<file path="src/rtl/core/bcd_frequency_reply_parser_assert.svh">
// ----------------------------------------------------------------------------
// bcd frequency reply parser assertion macros
// concurrent checks, compiled out when NO_ASSERTIONS is defined
// ----------------------------------------------------------------------------
`ifndef BCD_FREQUENCY_REPLY_PARSER_ASSERT_SVH
`define BCD_FREQUENCY_REPLY_PARSER_ASSERT_SVH

`ifndef NO_ASSERTIONS

// implication in the same cycle
`define BFRP_ASSERT_NOW(lbl, clk, rst_n, ante, cons, msg) \
    lbl: assert property (@(posedge clk) disable iff (!rst_n) (ante) |-> (cons)) \
        else $error(msg);

// implication on the following cycle
`define BFRP_ASSERT_NEXT(lbl, clk, rst_n, ante, cons, msg) \
    lbl: assert property (@(posedge clk) disable iff (!rst_n) (ante) |=> (cons)) \
        else $error(msg);

`else

`define BFRP_ASSERT_NOW(lbl, clk, rst_n, ante, cons, msg)
`define BFRP_ASSERT_NEXT(lbl, clk, rst_n, ante, cons, msg)

`endif

`endif

</file>
<file path="src/rtl/core/bfrp_pkg.sv">
// ----------------------------------------------------------------------------
// bfrp_pkg
// shared types and constants of the bcd frequency reply parser
// ----------------------------------------------------------------------------
`timescale 1ns / 1ps
`default_nettype none

package bfrp_pkg;

    localparam int FREQ_W = 34;

    typedef logic [7:0]        t_byte;
    typedef logic [1:0]        t_status;
    typedef logic [FREQ_W-1:0] t_freq;
    typedef logic              t_cfg_idx;

    // result codes
    localparam t_status ST_FREQ = 2'd0;
    localparam t_status ST_OK   = 2'd1;
    localparam t_status ST_NG   = 2'd2;
    localparam t_status ST_BAD  = 2'd3;

    // frame bytes and commands
    localparam t_byte BYTE_PRE   = 8'hFE;
    localparam t_byte BYTE_END   = 8'hFD;
    localparam t_byte CMD_FREQ   = 8'h03;
    localparam t_byte CMD_ACK_OK = 8'hFB;
    localparam t_byte CMD_ACK_NG = 8'hFA;
    localparam t_byte NIB_MASK   = 8'h0F;

    // decimal weights
    localparam t_freq PAIR_SCALE  = t_freq'(100);
    localparam t_freq DIGIT_SCALE = t_freq'(10);

    // configuration register indexes and reset values
    localparam t_cfg_idx CFG_CTRL_ADDR = 1'b0;
    localparam t_cfg_idx CFG_RIG_ADDR  = 1'b1;
    localparam t_byte    CTRL_ADDR_RST = 8'hE0;
    localparam t_byte    RIG_ADDR_RST  = 8'h00;

endpackage

`default_nettype wire

</file>
<file path="src/rtl/core/bfrp_queue.sv">
// ----------------------------------------------------------------------------
// bfrp_queue
// two-entry job queue between frame front end and decode back end
// ----------------------------------------------------------------------------
`timescale 1ns / 1ps
`default_nettype none

module bfrp_queue #(
    parameter int WIDTH = 42
) (
    input  wire logic             i_clk,
    input  wire logic             i_rst_n,
    input  wire logic             i_push,
    input  wire logic [WIDTH-1:0] i_data,
    input  wire logic             i_pop,
    output logic                  o_full,
    output logic                  o_valid,
    output logic [WIDTH-1:0]      o_data
);
    logic [WIDTH-1:0] r_mem [2];
    logic             r_wp;
    logic             r_rp;
    logic [1:0]       r_cnt;
    logic [1:0]       n_cnt;

    always_comb begin
        n_cnt = r_cnt;
        if (i_push && !i_pop) begin
            n_cnt = r_cnt + 2'd1;
        end else if (!i_push && i_pop) begin
            n_cnt = r_cnt - 2'd1;
        end
    end

    always_ff @(posedge i_clk) begin
        if (!i_rst_n) begin
            r_wp  <= 1'b0;
            r_rp  <= 1'b0;
            r_cnt <= 2'd0;
        end else begin
            r_cnt <= n_cnt;
            if (i_push) begin
                r_wp <= ~r_wp;
            end
            if (i_pop) begin
                r_rp <= ~r_rp;
            end
        end
    end

    always_ff @(posedge i_clk) begin
        if (i_push) begin
            r_mem[r_wp] <= i_data;
        end
    end

    assign o_full  = (r_cnt == 2'd2);
    assign o_valid = (r_cnt != 2'd0);
    assign o_data  = r_mem[r_rp];

endmodule

`default_nettype wire

</file>
<file path="src/rtl/core/bfrp_front.sv">
// ----------------------------------------------------------------------------
// bfrp_front
// frame tracking, address check and classification of received bytes
// ----------------------------------------------------------------------------
`timescale 1ns / 1ps
`default_nettype none

module bfrp_front #(
    parameter int FREQ_BYTES = 5
) (
    input  wire logic                           i_clk,
    input  wire logic                           i_rst_n,
    input  wire logic                           i_in_valid,
    input  wire bfrp_pkg::t_byte                i_rx_byte,
    input  wire logic                           i_cfg_we,
    input  wire bfrp_pkg::t_cfg_idx             i_cfg_index,
    input  wire bfrp_pkg::t_byte                i_cfg_data,
    input  wire logic                           i_q_full,
    output logic                                o_in_stall,
    output logic                                o_push,
    output bfrp_pkg::t_status                   o_job_status,
    output logic [FREQ_BYTES-1:0][7:0]          o_job_digits
);
    import bfrp_pkg::*;

    localparam int CNTW = $clog2(FREQ_BYTES + 2);
    localparam int IDXW = $clog2(FREQ_BYTES);
    localparam logic [CNTW-1:0] CNT_FULL = CNTW'(FREQ_BYTES);
    localparam logic [CNTW-1:0] CNT_OVER = CNTW'(FREQ_BYTES + 1);

    localparam logic [2:0] PH_IDLE = 3'd0;
    localparam logic [2:0] PH_PRE1 = 3'd1;
    localparam logic [2:0] PH_DEST = 3'd2;
    localparam logic [2:0] PH_SRC  = 3'd3;
    localparam logic [2:0] PH_CMD  = 3'd4;
    localparam logic [2:0] PH_DATA = 3'd5;

    logic [2:0]                r_phase;
    logic [2:0]                n_phase;
    logic                      r_match;
    logic                      n_match;
    t_byte                     r_cmd;
    t_byte                     n_cmd;
    logic [CNTW-1:0]           r_cnt;
    logic [CNTW-1:0]           n_cnt;
    logic [FREQ_BYTES-1:0][7:0] r_digits;
    logic                      digit_we;
    t_byte                     r_ctrl_addr;
    t_byte                     r_rig_addr;
    logic                      accept;

    function automatic t_status finish_status(t_byte cmd, logic [CNTW-1:0] cnt);
        t_status st;
        st = ST_BAD;
        if (cmd == CMD_FREQ && cnt == CNT_FULL) begin
            st = ST_FREQ;
        end else if (cmd == CMD_ACK_OK && cnt == '0) begin
            st = ST_OK;
        end else if (cmd == CMD_ACK_NG && cnt == '0) begin
            st = ST_NG;
        end
        return st;
    endfunction

    assign o_in_stall = i_q_full;
    assign accept     = i_in_valid && !i_q_full;

    always_comb begin
        n_phase      = r_phase;
        n_match      = r_match;
        n_cmd        = r_cmd;
        n_cnt        = r_cnt;
        o_push       = 1'b0;
        o_job_status = ST_BAD;
        digit_we     = 1'b0;
        if (accept) begin
            unique case (r_phase)
                PH_IDLE: begin
                    if (i_rx_byte == BYTE_PRE) begin
                        n_phase = PH_PRE1;
                    end
                end
                PH_PRE1: begin
                    n_phase = (i_rx_byte == BYTE_PRE) ? PH_DEST : PH_IDLE;
                end
                PH_DEST: begin
                    if (i_rx_byte == BYTE_END) begin
                        n_phase = PH_IDLE;
                    end else begin
                        n_match = (i_rx_byte == r_ctrl_addr);
                        n_phase = PH_SRC;
                    end
                end
                PH_SRC: begin
                    if (i_rx_byte == BYTE_END) begin
                        n_phase = PH_IDLE;
                    end else begin
                        n_match = r_match && (i_rx_byte == r_rig_addr);
                        n_phase = PH_CMD;
                    end
                end
                PH_CMD: begin
                    if (i_rx_byte == BYTE_END) begin
                        // header without command byte
                        n_phase = PH_IDLE;
                        o_push  = r_match;
                    end else begin
                        n_cmd   = i_rx_byte;
                        n_cnt   = '0;
                        n_phase = PH_DATA;
                    end
                end
                PH_DATA: begin
                    if (i_rx_byte == BYTE_END) begin
                        n_phase      = PH_IDLE;
                        o_push       = r_match;
                        o_job_status = finish_status(r_cmd, r_cnt);
                    end else if (r_cnt < CNT_FULL) begin
                        digit_we = 1'b1;
                        n_cnt    = r_cnt + CNTW'(1);
                    end else begin
                        n_cnt = CNT_OVER;
                    end
                end
                default: begin
                    n_phase = PH_IDLE;
                end
            endcase
        end
    end

    always_ff @(posedge i_clk) begin
        if (!i_rst_n) begin
            r_phase <= PH_IDLE;
            r_match <= 1'b0;
            r_cmd   <= '0;
            r_cnt   <= '0;
        end else begin
            r_phase <= n_phase;
            r_match <= n_match;
            r_cmd   <= n_cmd;
            r_cnt   <= n_cnt;
        end
    end

    always_ff @(posedge i_clk) begin
        if (!i_rst_n) begin
            r_ctrl_addr <= CTRL_ADDR_RST;
            r_rig_addr  <= RIG_ADDR_RST;
        end else if (i_cfg_we) begin
            case (i_cfg_index)
                CFG_CTRL_ADDR: r_ctrl_addr <= i_cfg_data;
                CFG_RIG_ADDR:  r_rig_addr  <= i_cfg_data;
                default: begin
                end
            endcase
        end
    end

    // digit bytes, in arrival order
    always_ff @(posedge i_clk) begin
        if (digit_we) begin
            r_digits[r_cnt[IDXW-1:0]] <= i_rx_byte;
        end
    end

    assign o_job_digits = r_digits;

endmodule

`default_nettype wire

</file>
<file path="src/rtl/core/bfrp_back.sv">
// ----------------------------------------------------------------------------
// bfrp_back
// bcd frequency decode and result output register
// ----------------------------------------------------------------------------
`timescale 1ns / 1ps
`default_nettype none

module bfrp_back #(
    parameter int FREQ_BYTES = 5
) (
    input  wire logic                      i_clk,
    input  wire logic                      i_rst_n,
    input  wire logic                      i_q_valid,
    input  wire bfrp_pkg::t_status         i_q_status,
    input  wire logic [FREQ_BYTES-1:0][7:0] i_q_digits,
    input  wire logic                      i_out_stall,
    output logic                           o_pop,
    output logic                           o_out_valid,
    output bfrp_pkg::t_status              o_status,
    output bfrp_pkg::t_freq                o_frequency
);
    import bfrp_pkg::*;

    localparam int IDXW = $clog2(FREQ_BYTES);
    localparam logic [IDXW-1:0] LAST_STEP = IDXW'(FREQ_BYTES - 1);

    localparam logic [1:0] BK_IDLE = 2'd0;
    localparam logic [1:0] BK_CALC = 2'd1;
    localparam logic [1:0] BK_DONE = 2'd2;

    logic [1:0]                 r_state;
    logic [IDXW-1:0]            r_step;
    logic [FREQ_BYTES-1:0][7:0] r_sh;
    t_freq                      r_acc;
    t_freq                      pair_val;
    t_byte                      top_byte;
    logic                       out_free;
    logic                       out_load;
    logic                       r_out_valid;
    t_status                    r_status;
    t_freq                      r_freq;

    assign out_free = !r_out_valid || !i_out_stall;
    assign top_byte = r_sh[FREQ_BYTES-1];
    assign pair_val = t_freq'(top_byte & NIB_MASK) + t_freq'(top_byte[7:4]) * DIGIT_SCALE;

    always_comb begin
        o_pop = 1'b0;
        if (r_state == BK_IDLE && i_q_valid) begin
            o_pop = (i_q_status == ST_FREQ) || out_free;
        end
    end

    // a new result enters the output register only once it is free
    assign out_load = out_free &&
                      ((r_state == BK_IDLE && o_pop && i_q_status != ST_FREQ) ||
                       (r_state == BK_DONE));

    always_ff @(posedge i_clk) begin
        if (!i_rst_n) begin
            r_state     <= BK_IDLE;
            r_step      <= '0;
            r_out_valid <= 1'b0;
        end else begin
            if (out_free) begin
                r_out_valid <= out_load;
            end
            unique case (r_state)
                BK_IDLE: begin
                    if (o_pop && i_q_status == ST_FREQ) begin
                        r_state <= BK_CALC;
                        r_step  <= '0;
                    end
                end
                BK_CALC: begin
                    r_step <= r_step + IDXW'(1);
                    if (r_step == LAST_STEP) begin
                        r_state <= BK_DONE;
                    end
                end
                BK_DONE: begin
                    if (out_free) begin
                        r_state <= BK_IDLE;
                    end
                end
                default: begin
                    r_state <= BK_IDLE;
                end
            endcase
        end
    end

    // datapath: most significant pair first, one multiply-add per cycle
    always_ff @(posedge i_clk) begin
        if (r_state == BK_IDLE && o_pop) begin
            r_sh  <= i_q_digits;
            r_acc <= '0;
        end else if (r_state == BK_CALC) begin
            r_sh  <= {r_sh[FREQ_BYTES-2:0], t_byte'(0)};
            r_acc <= r_acc * PAIR_SCALE + pair_val;
        end
        if (out_load) begin
            if (r_state == BK_DONE) begin
                r_status <= ST_FREQ;
                r_freq   <= r_acc;
            end else begin
                r_status <= i_q_status;
                r_freq   <= '0;
            end
        end
    end

    assign o_out_valid = r_out_valid;
    assign o_status    = r_status;
    assign o_frequency = r_freq;

endmodule

`default_nettype wire

</file>
<file path="src/rtl/core/bcd_frequency_reply_parser.sv">
// ----------------------------------------------------------------------------
// bcd_frequency_reply_parser
// parses rig reply frames and reports frequency, ack, refusal or malformed
// ----------------------------------------------------------------------------
// Takes one received byte per cycle. The front end tracks the frame, checks
// destination and source against the two address registers and, on the
// closing 0xFD of a matching frame, pushes one job into a two-entry queue;
// the input stalls only while that queue is full. The back end turns a
// frequency job into hertz with one multiply-by-100-and-add per cycle. A
// frequency result leaves the done state for the output register, others
// load it when their job is taken. Frames take at least eleven bytes
// for a frequency reply, so the decode loop keeps pace with a full-rate byte
// stream. No clearing pass after reset.
`timescale 1ns / 1ps
`default_nettype none

`include "bcd_frequency_reply_parser_assert.svh"

module bcd_frequency_reply_parser #(
    parameter int FREQ_BYTES = 5
) (
    input  wire logic                  i_clk,
    input  wire logic                  i_rst_n,
    input  wire logic                  i_in_valid,
    output logic                       o_in_stall,
    input  wire bfrp_pkg::t_byte       i_rx_byte,
    output logic                       o_out_valid,
    input  wire logic                  i_out_stall,
    output bfrp_pkg::t_status          o_status,
    output bfrp_pkg::t_freq            o_frequency,
    input  wire logic                  i_cfg_we,
    input  wire bfrp_pkg::t_cfg_idx    i_cfg_index,
    input  wire bfrp_pkg::t_byte       i_cfg_data
);
    import bfrp_pkg::*;

    localparam int JOB_W = 2 + FREQ_BYTES * 8;

    logic                       q_push;
    logic                       q_pop;
    logic                       q_full;
    logic                       q_valid;
    t_status                    push_status;
    logic [FREQ_BYTES-1:0][7:0] push_digits;
    logic [JOB_W-1:0]           q_data;
    t_status                    q_status;
    logic [FREQ_BYTES-1:0][7:0] q_digits;
    logic                       nonfreq_out;

    bfrp_front #(
        .FREQ_BYTES (FREQ_BYTES)
    ) u_front (
        .i_clk        (i_clk),
        .i_rst_n      (i_rst_n),
        .i_in_valid   (i_in_valid),
        .i_rx_byte    (i_rx_byte),
        .i_cfg_we     (i_cfg_we),
        .i_cfg_index  (i_cfg_index),
        .i_cfg_data   (i_cfg_data),
        .i_q_full     (q_full),
        .o_in_stall   (o_in_stall),
        .o_push       (q_push),
        .o_job_status (push_status),
        .o_job_digits (push_digits)
    );

    bfrp_queue #(
        .WIDTH (JOB_W)
    ) u_queue (
        .i_clk   (i_clk),
        .i_rst_n (i_rst_n),
        .i_push  (q_push),
        .i_data  ({push_status, push_digits}),
        .i_pop   (q_pop),
        .o_full  (q_full),
        .o_valid (q_valid),
        .o_data  (q_data)
    );

    assign q_status = q_data[JOB_W-1 -: 2];
    assign q_digits = q_data[JOB_W-3:0];

    bfrp_back #(
        .FREQ_BYTES (FREQ_BYTES)
    ) u_back (
        .i_clk       (i_clk),
        .i_rst_n     (i_rst_n),
        .i_q_valid   (q_valid),
        .i_q_status  (q_status),
        .i_q_digits  (q_digits),
        .i_out_stall (i_out_stall),
        .o_pop       (q_pop),
        .o_out_valid (o_out_valid),
        .o_status    (o_status),
        .o_frequency (o_frequency)
    );

    assign nonfreq_out = o_out_valid && (o_status != ST_FREQ);

    // non-frequency results carry zero frequency
    `BFRP_ASSERT_NOW(a_zero_freq, i_clk, i_rst_n, nonfreq_out, o_frequency == '0, "freq not zero")
    // front end never pushes into a full queue
    `BFRP_ASSERT_NOW(a_no_overflow, i_clk, i_rst_n, q_push, !q_full, "push into full queue")
    // back end only pops a present job
    `BFRP_ASSERT_NOW(a_no_underflow, i_clk, i_rst_n, q_pop, q_valid, "pop from empty queue")
    // a push with no pop leaves the queue holding a job
    `BFRP_ASSERT_NEXT(a_push_lands, i_clk, i_rst_n, q_push && !q_pop, q_valid, "job not queued")

endmodule

`default_nettype wire
</file>
<file path="config.mk">
export PLATFORM = sky130hd
export DESIGN_NAME = bcd_frequency_reply_parser
export DESIGN_NICKNAME = d
export VERILOG_FILES = /design/src/rtl/core/bfrp_pkg.sv /design/src/rtl/core/bfrp_queue.sv /design/src/rtl/core/bfrp_front.sv /design/src/rtl/core/bfrp_back.sv /design/src/rtl/core/bcd_frequency_reply_parser.sv
export VERILOG_INCLUDE_DIRS = /design/src /design/src/rtl/core
export SDC_FILE = /design/constraint.sdc
export NUM_CORES = 1
export LEC_CHECK = 0
export BUFFER_PORTS_ARGS = -buffer_cell sky130_fd_sc_hd__buf_2
export CORE_MARGIN = 1
export CORE_UTILIZATION = 45
export DETAILED_ROUTE_END_ITERATION = 8
export GPL_TIMING_DRIVEN = 1
export PLACE_DENSITY = 0.68
export SKIP_CTS_REPAIR_TIMING = 1
export SYNTH_ARGS = -nofsm -noshare
export SYNTH_HDL_FRONTEND = slang
export SYNTH_SLANG_ARGS = --single-unit
</file>
<file path="constraint.sdc">
create_clock -name i_clk -period 11.1 [get_ports i_clk]
set_input_delay 0.555 -clock i_clk [delete_from_list [all_inputs] [get_ports i_clk]]
set_output_delay 0.555 -clock i_clk [all_outputs]
set_load 0.005 [all_outputs]
</file>
Yosys cells after proc, flatten, opt, wreduce, memory -nomap -nowiden

Memory sizes are Yosys's and may differ from the RTL's. A register that Yosys moved wholly into a read port is not among the register bits.
Index checks and enable logic that the tools add are counted.
Widths: inputs -> output; s select.

Output and inout port bits: 38
Memory bits (writable): 84
Memories kept: 1
Register bits after elaboration: 191
Logic and storage cells: 153

Muxes and demuxes: 45
Multiply operators: 2
Reduce and logical (&&, ||, !) cells: 41
Order comparisons: 3
Equality and inequality tests: 26
Add/sub/neg operators: 6
Bitwise operators: 4

Memories:

| name          | words | bits a word | rd ports | clocked after Yosys merged registers in | write ports | RTL line         | source |
|---|---|---|---|---|---|---|---|
| u_queue.r_mem | 2     | 42          | 1        | 1                                       | 1           | bfrp_queue.sv:20 | `logic [WIDTH-1:0] r_mem [2];` |

Operator list:

| cell                  | count |
|---|---|
| $mux 40               | 2 |
| $bwmux 40             | 1 |
| $add 34x34->34        | 1 |
| $mul 34x5->32 const B | 1 |
| $eq 8x8->1 const B    | 4 |
| $demux 8 s3           | 1 |
| $mux 2                | 12 |
| $mux 3                | 8 |
| $pmux 3 s6            | 1 |
| $eq 8x8->1            | 2 |
| $mux 1                | 15 |
| $reduce_bool 2->1     | 7 |
| $logic_and 1x1->1     | 13 |
| $eq 3x3->1 const B    | 4 |
| $pmux 3 s2            | 2 |
| $ne 2x2->1 const B    | 5 |
| $add 4x8->9           | 1 |
| $reduce_and 3->1      | 3 |
| $eq 8x2->1 const B    | 1 |
| $mux 8                | 1 |
| $ne 2x1->1 const B    | 4 |
| $reduce_and 4->1      | 2 |
| $mul 4x3->7 const B   | 1 |
| $add 3x1->3 const B   | 2 |
| other kinds (18)      | 33 |

Longest topological paths before layout

Word-level depth: 8
Mapped depth: 20

By module

Synthesis repeated with hierarchy kept, for this count alone.

Cells, all modules: 1336
Area, all modules: 14805.4 um^2

By module, submodules not included:

| module     | seq. area each (um^2) | cells an instance | instances | area an instance (um^2) |
|---|---|---|---|---|
| bfrp_back  | 3083.0                | 927               | 1         | 8675.8 |
| bfrp_queue | 2622.5                | 153               | 1         | 3251.9 |
| bfrp_front | 1821.7                | 256               | 1         | 2877.8 |

Least setup slack after synthesis

No wires, ideal clock.

Path kind: input to register
Start point: input i_rx_byte[7]
End point: memory u_queue.r_mem[0][0] (enable)
Data required time: 10.551 ns
Path buffers: 0
Path slack: 5.400 ns
Stages: 4
Data arrival time: 5.151 ns
Library setup time: 0.549 ns
Cell sequence: nand4_1 nor2_1 nand3b_1 nor4_1

Cells in the longest elaborated chain, start to end: 6

Ends and longest elaborated chain:

| item                         | RTL line                             | source |
|---|---|---|
| start, declared              | bcd_frequency_reply_parser.sv:26     | `input wire bfrp_pkg::t_byte i_rx_byte,` |
| $eq 8x8->1                   | bfrp_front.sv:103, bfrp_front.sv:114 |  |
| $mux 1                       | bfrp_front.sv:103, bfrp_front.sv:114 |  |
| $mux 1                       | -                                    |  |
| $mux 1                       | bfrp_front.sv:76                     | `if (accept) begin` |
| $mux 1                       | bfrp_queue.sv:52                     | `if (i_push) begin` |
| $mux 1 (not written as such) | bfrp_queue.sv:53                     | `r_mem[r_wp] <= i_data;` |
| end, declared                | bfrp_queue.sv:20                     |  |

No other way between the ends.

Worst setup path after layout

Start point: register u_back.r_acc[1]
End point: register u_back.r_acc[25]

Cells in the longest elaborated chain, start to end: 2

Ends and longest elaborated chain:

| item                   | RTL line         | source |
|---|---|---|
| start, declared        | bfrp_back.sv:34  | `t_freq r_acc;` |
| start signal, assigned | bfrp_back.sv:100 | `r_acc <= r_acc * PAIR_SCALE + pair_val;` |
| $mul 34x5->32          | bfrp_back.sv:100 |  |
| $add 34x34->34         | bfrp_back.sv:100 |  |

No other way between the ends.
A chain may end at the register's enable or synchronous reset.

==> reports/results.tsv <==
metric	value	unit
syn-num-nets	1487	
critical_path_buf_inv_count	1	
dp_hpwl	20600	um
required	11.54	ns
overflow	0	
h-tree-depth	1	
synth.most_common_cell	edfxtp_1	
final_hold_viol_count	0	
max-clock-path-buffers	3	
wl_per_cell	16.2	um
cp_max_fo	6	
max_cap_violations	0	
fin_ws	6.34	ns
endpoint_kind	flip-flop	
die_w	184	um
grt_setup_unrepaired	no	
dp.cells	1793	
antenna_found_initial	0	
grt_pass1_wl	47700	um
core_area	32500	um^2
port_buffers	59	
final_cells	1851	
yosys_register_bits	276	
avgViaCountPerCell	5.29	
yosys_most_used_dff	edfxtp_1	
crit_slowest_cell	or4b_1	
use_met1	0.228	
rows	66	
path_common_cell	ha_1	
syn_inst	1333	
final-seq-area	7530	um^2
min_period	4.76	ns
drt_iter0_markers	610	
synthTopCellsByCount	edfxtp_1 (200), inv_1 (139), nand2_1 (119)	
synth_area_leader_cell	edfxtp_1	
netlist_area	14800	um^2
worstPathArrival	5.21	ns
clk_pin_slew	0.06	ns
drive_gt1_frac	0.108	
fillCellCount	2865	
fmax	0.210	GHz
track_usage	0.178	
synthTopCellsByArea	edfxtp_1 (40%), dfxtp_1 (10%), ha_1 (8.7%)	
drv_slew	0	
start_util	0.457	
ys_seq_area_frac	0.507	
firstDrtPassIters	7	
slowest_delay	0.55	ns
routed_wl	29900	um
io_pins	60	
maxSlewHeadroom	0.240	
pre_cts_slack	6.41	ns
ant_nets	0	
met3_usage	0.0254	
timing.setup.tns	0	ns
die_area	33700	um^2
areaGrowthSynthToFinish	12.1	%
cts_buffers	31	
yosysUniqueCellTypes	80	
path_cells	ha_1, ha_1, ha_1, inv_1, fa_1, xnor2_1, ha_1, a211o_1, or2_2, o311ai_1, or4b_1, nor4_2, nand2_1, nor4_2, nor3b_2, xnor2_1, o22ai_1	
via_count	9797	
finClkSkew	0.0197	ns
fin_crit_sh	0.429	
cts_tree	built	
crit_family	adder cells	
critPathKind	reg2reg	
gr-usage-met2	0.309	
routabilityCongestion	0.886	
root_buffer	clkbuf_16	
grt.busiest_layer	met2	
die_y	184	um
setup-violations-final	0	
yosys.area.top_type_share	0.405	
post-route-drc-count	0	
clk_latency	0.58	ns
cts_sinks	276	
status	completed	
antennaDiodeCount	0	
grt_start_max_net_pins	92	
syn_avg_cell_area	11.1	um^2
final_net_count	1538	
detailed_place.area	15600	um^2
start_kind	flip-flop	
grt_pass1_vias	9570	
hp-class	in2reg	
multiInputGateArea	6620	um^2
final_area	16600	um^2
synth-edff-count	200	
yosys_warnings	0	
postSynth.asyncResetShare	0	
worst_pin_slew	1.14	ns
-- metal layers --
metal	part of all wire	wire, um
met3	0.043	1280
met5	0	0
met1	0.45	13400
met4	0.027	796
met2	0.48	14500
-- metrics by stage --
stage          utilization  hold WS, ns
2_1_floorplan            -        0.408
3_3_place_gp         0.480        0.422
3_5_place_dp         0.480        0.420
4_1_cts              0.512        0.188
5_1_grt              0.512        0.200
6_report             0.512        0.214
-- logic make-up (layout without fill, tap and decap cells) --
family          count (synthesis)  after routing  synth area share
xor+xnor                       70             70            0.0413
fa+ha+maj                     132            132             0.126
flops                         276            276             0.507
simple gates                  368            368             0.131
mux                            54             54            0.0365
buf+inv                       190            266            0.0488
compound gates                243            243             0.109
-- layout by cell type, fill, tap and decap left out, types with 20 or more instances in the layout --
cell and instances:
clkbuf_16 31, mux2i_1 53, dfxtp_1 75, and2_1 45, xnor2_1 31, nor2_1 38
nand3_1 43, inv_1 138, buf_2 59, a21o_1 20, a21oi_1 37, edfxtp_1 200
nor2b_1 21, ha_1 103, fa_1 29, nand2_1 119, o21ai_0 65, xor2_1 39
-- tightest hold or removal path: stages --
cell,delay [ns]
buf_2,0.09
nand2_1,0.04
nand3_1,0.07
-- state kept, by name (all words and copies together) (netlist names), 3 cells and up, named ones only --
register,flops
u_queue.r_mem,84
u_front.o_job_digits,40
u_back.o_frequency,34
u_back.r_acc,34
u_back.r_sh,32
u_back.top_byte,8
u_front.r_cmd,8
u_front.r_ctrl_addr,8
u_front.r_rig_addr,8
u_back.r_step,3
u_front.r_cnt,3
u_front.r_phase,3
-- path summary, 6_finish.rpt --
check             slack [ns]                endpoint  depth (start not counted)               start
hold reg to reg         0.42         u_back.r_acc[0]                          2  u_back.top_byte[0]
setup reg to reg        6.34        u_back.r_acc[25]                         17     u_back.r_acc[1]
setup / recovery        6.34        u_back.r_acc[25]                         17     u_back.r_acc[1]
hold / removal          0.21  u_front.r_ctrl_addr[7]                          3       i_cfg_data[7]
-- cell type report --
| class | count | share of cell area |
|---|---|---|
| clock buffers | 35 | 0.0488 |
| multi-input cells | 867 | 0.398 |
| clock inverters | 23 | 0.0135 |
| repair buffers | 69 | 0.0223 |
| well taps | 442 | 0.0333 |
| flip-flops and latches | 276 | 0.453 |
| inverters | 139 | 0.0314 |
Power is not shown: default switching activity piles up to over one toggle a cycle in this logic, so the estimate is an artifact.
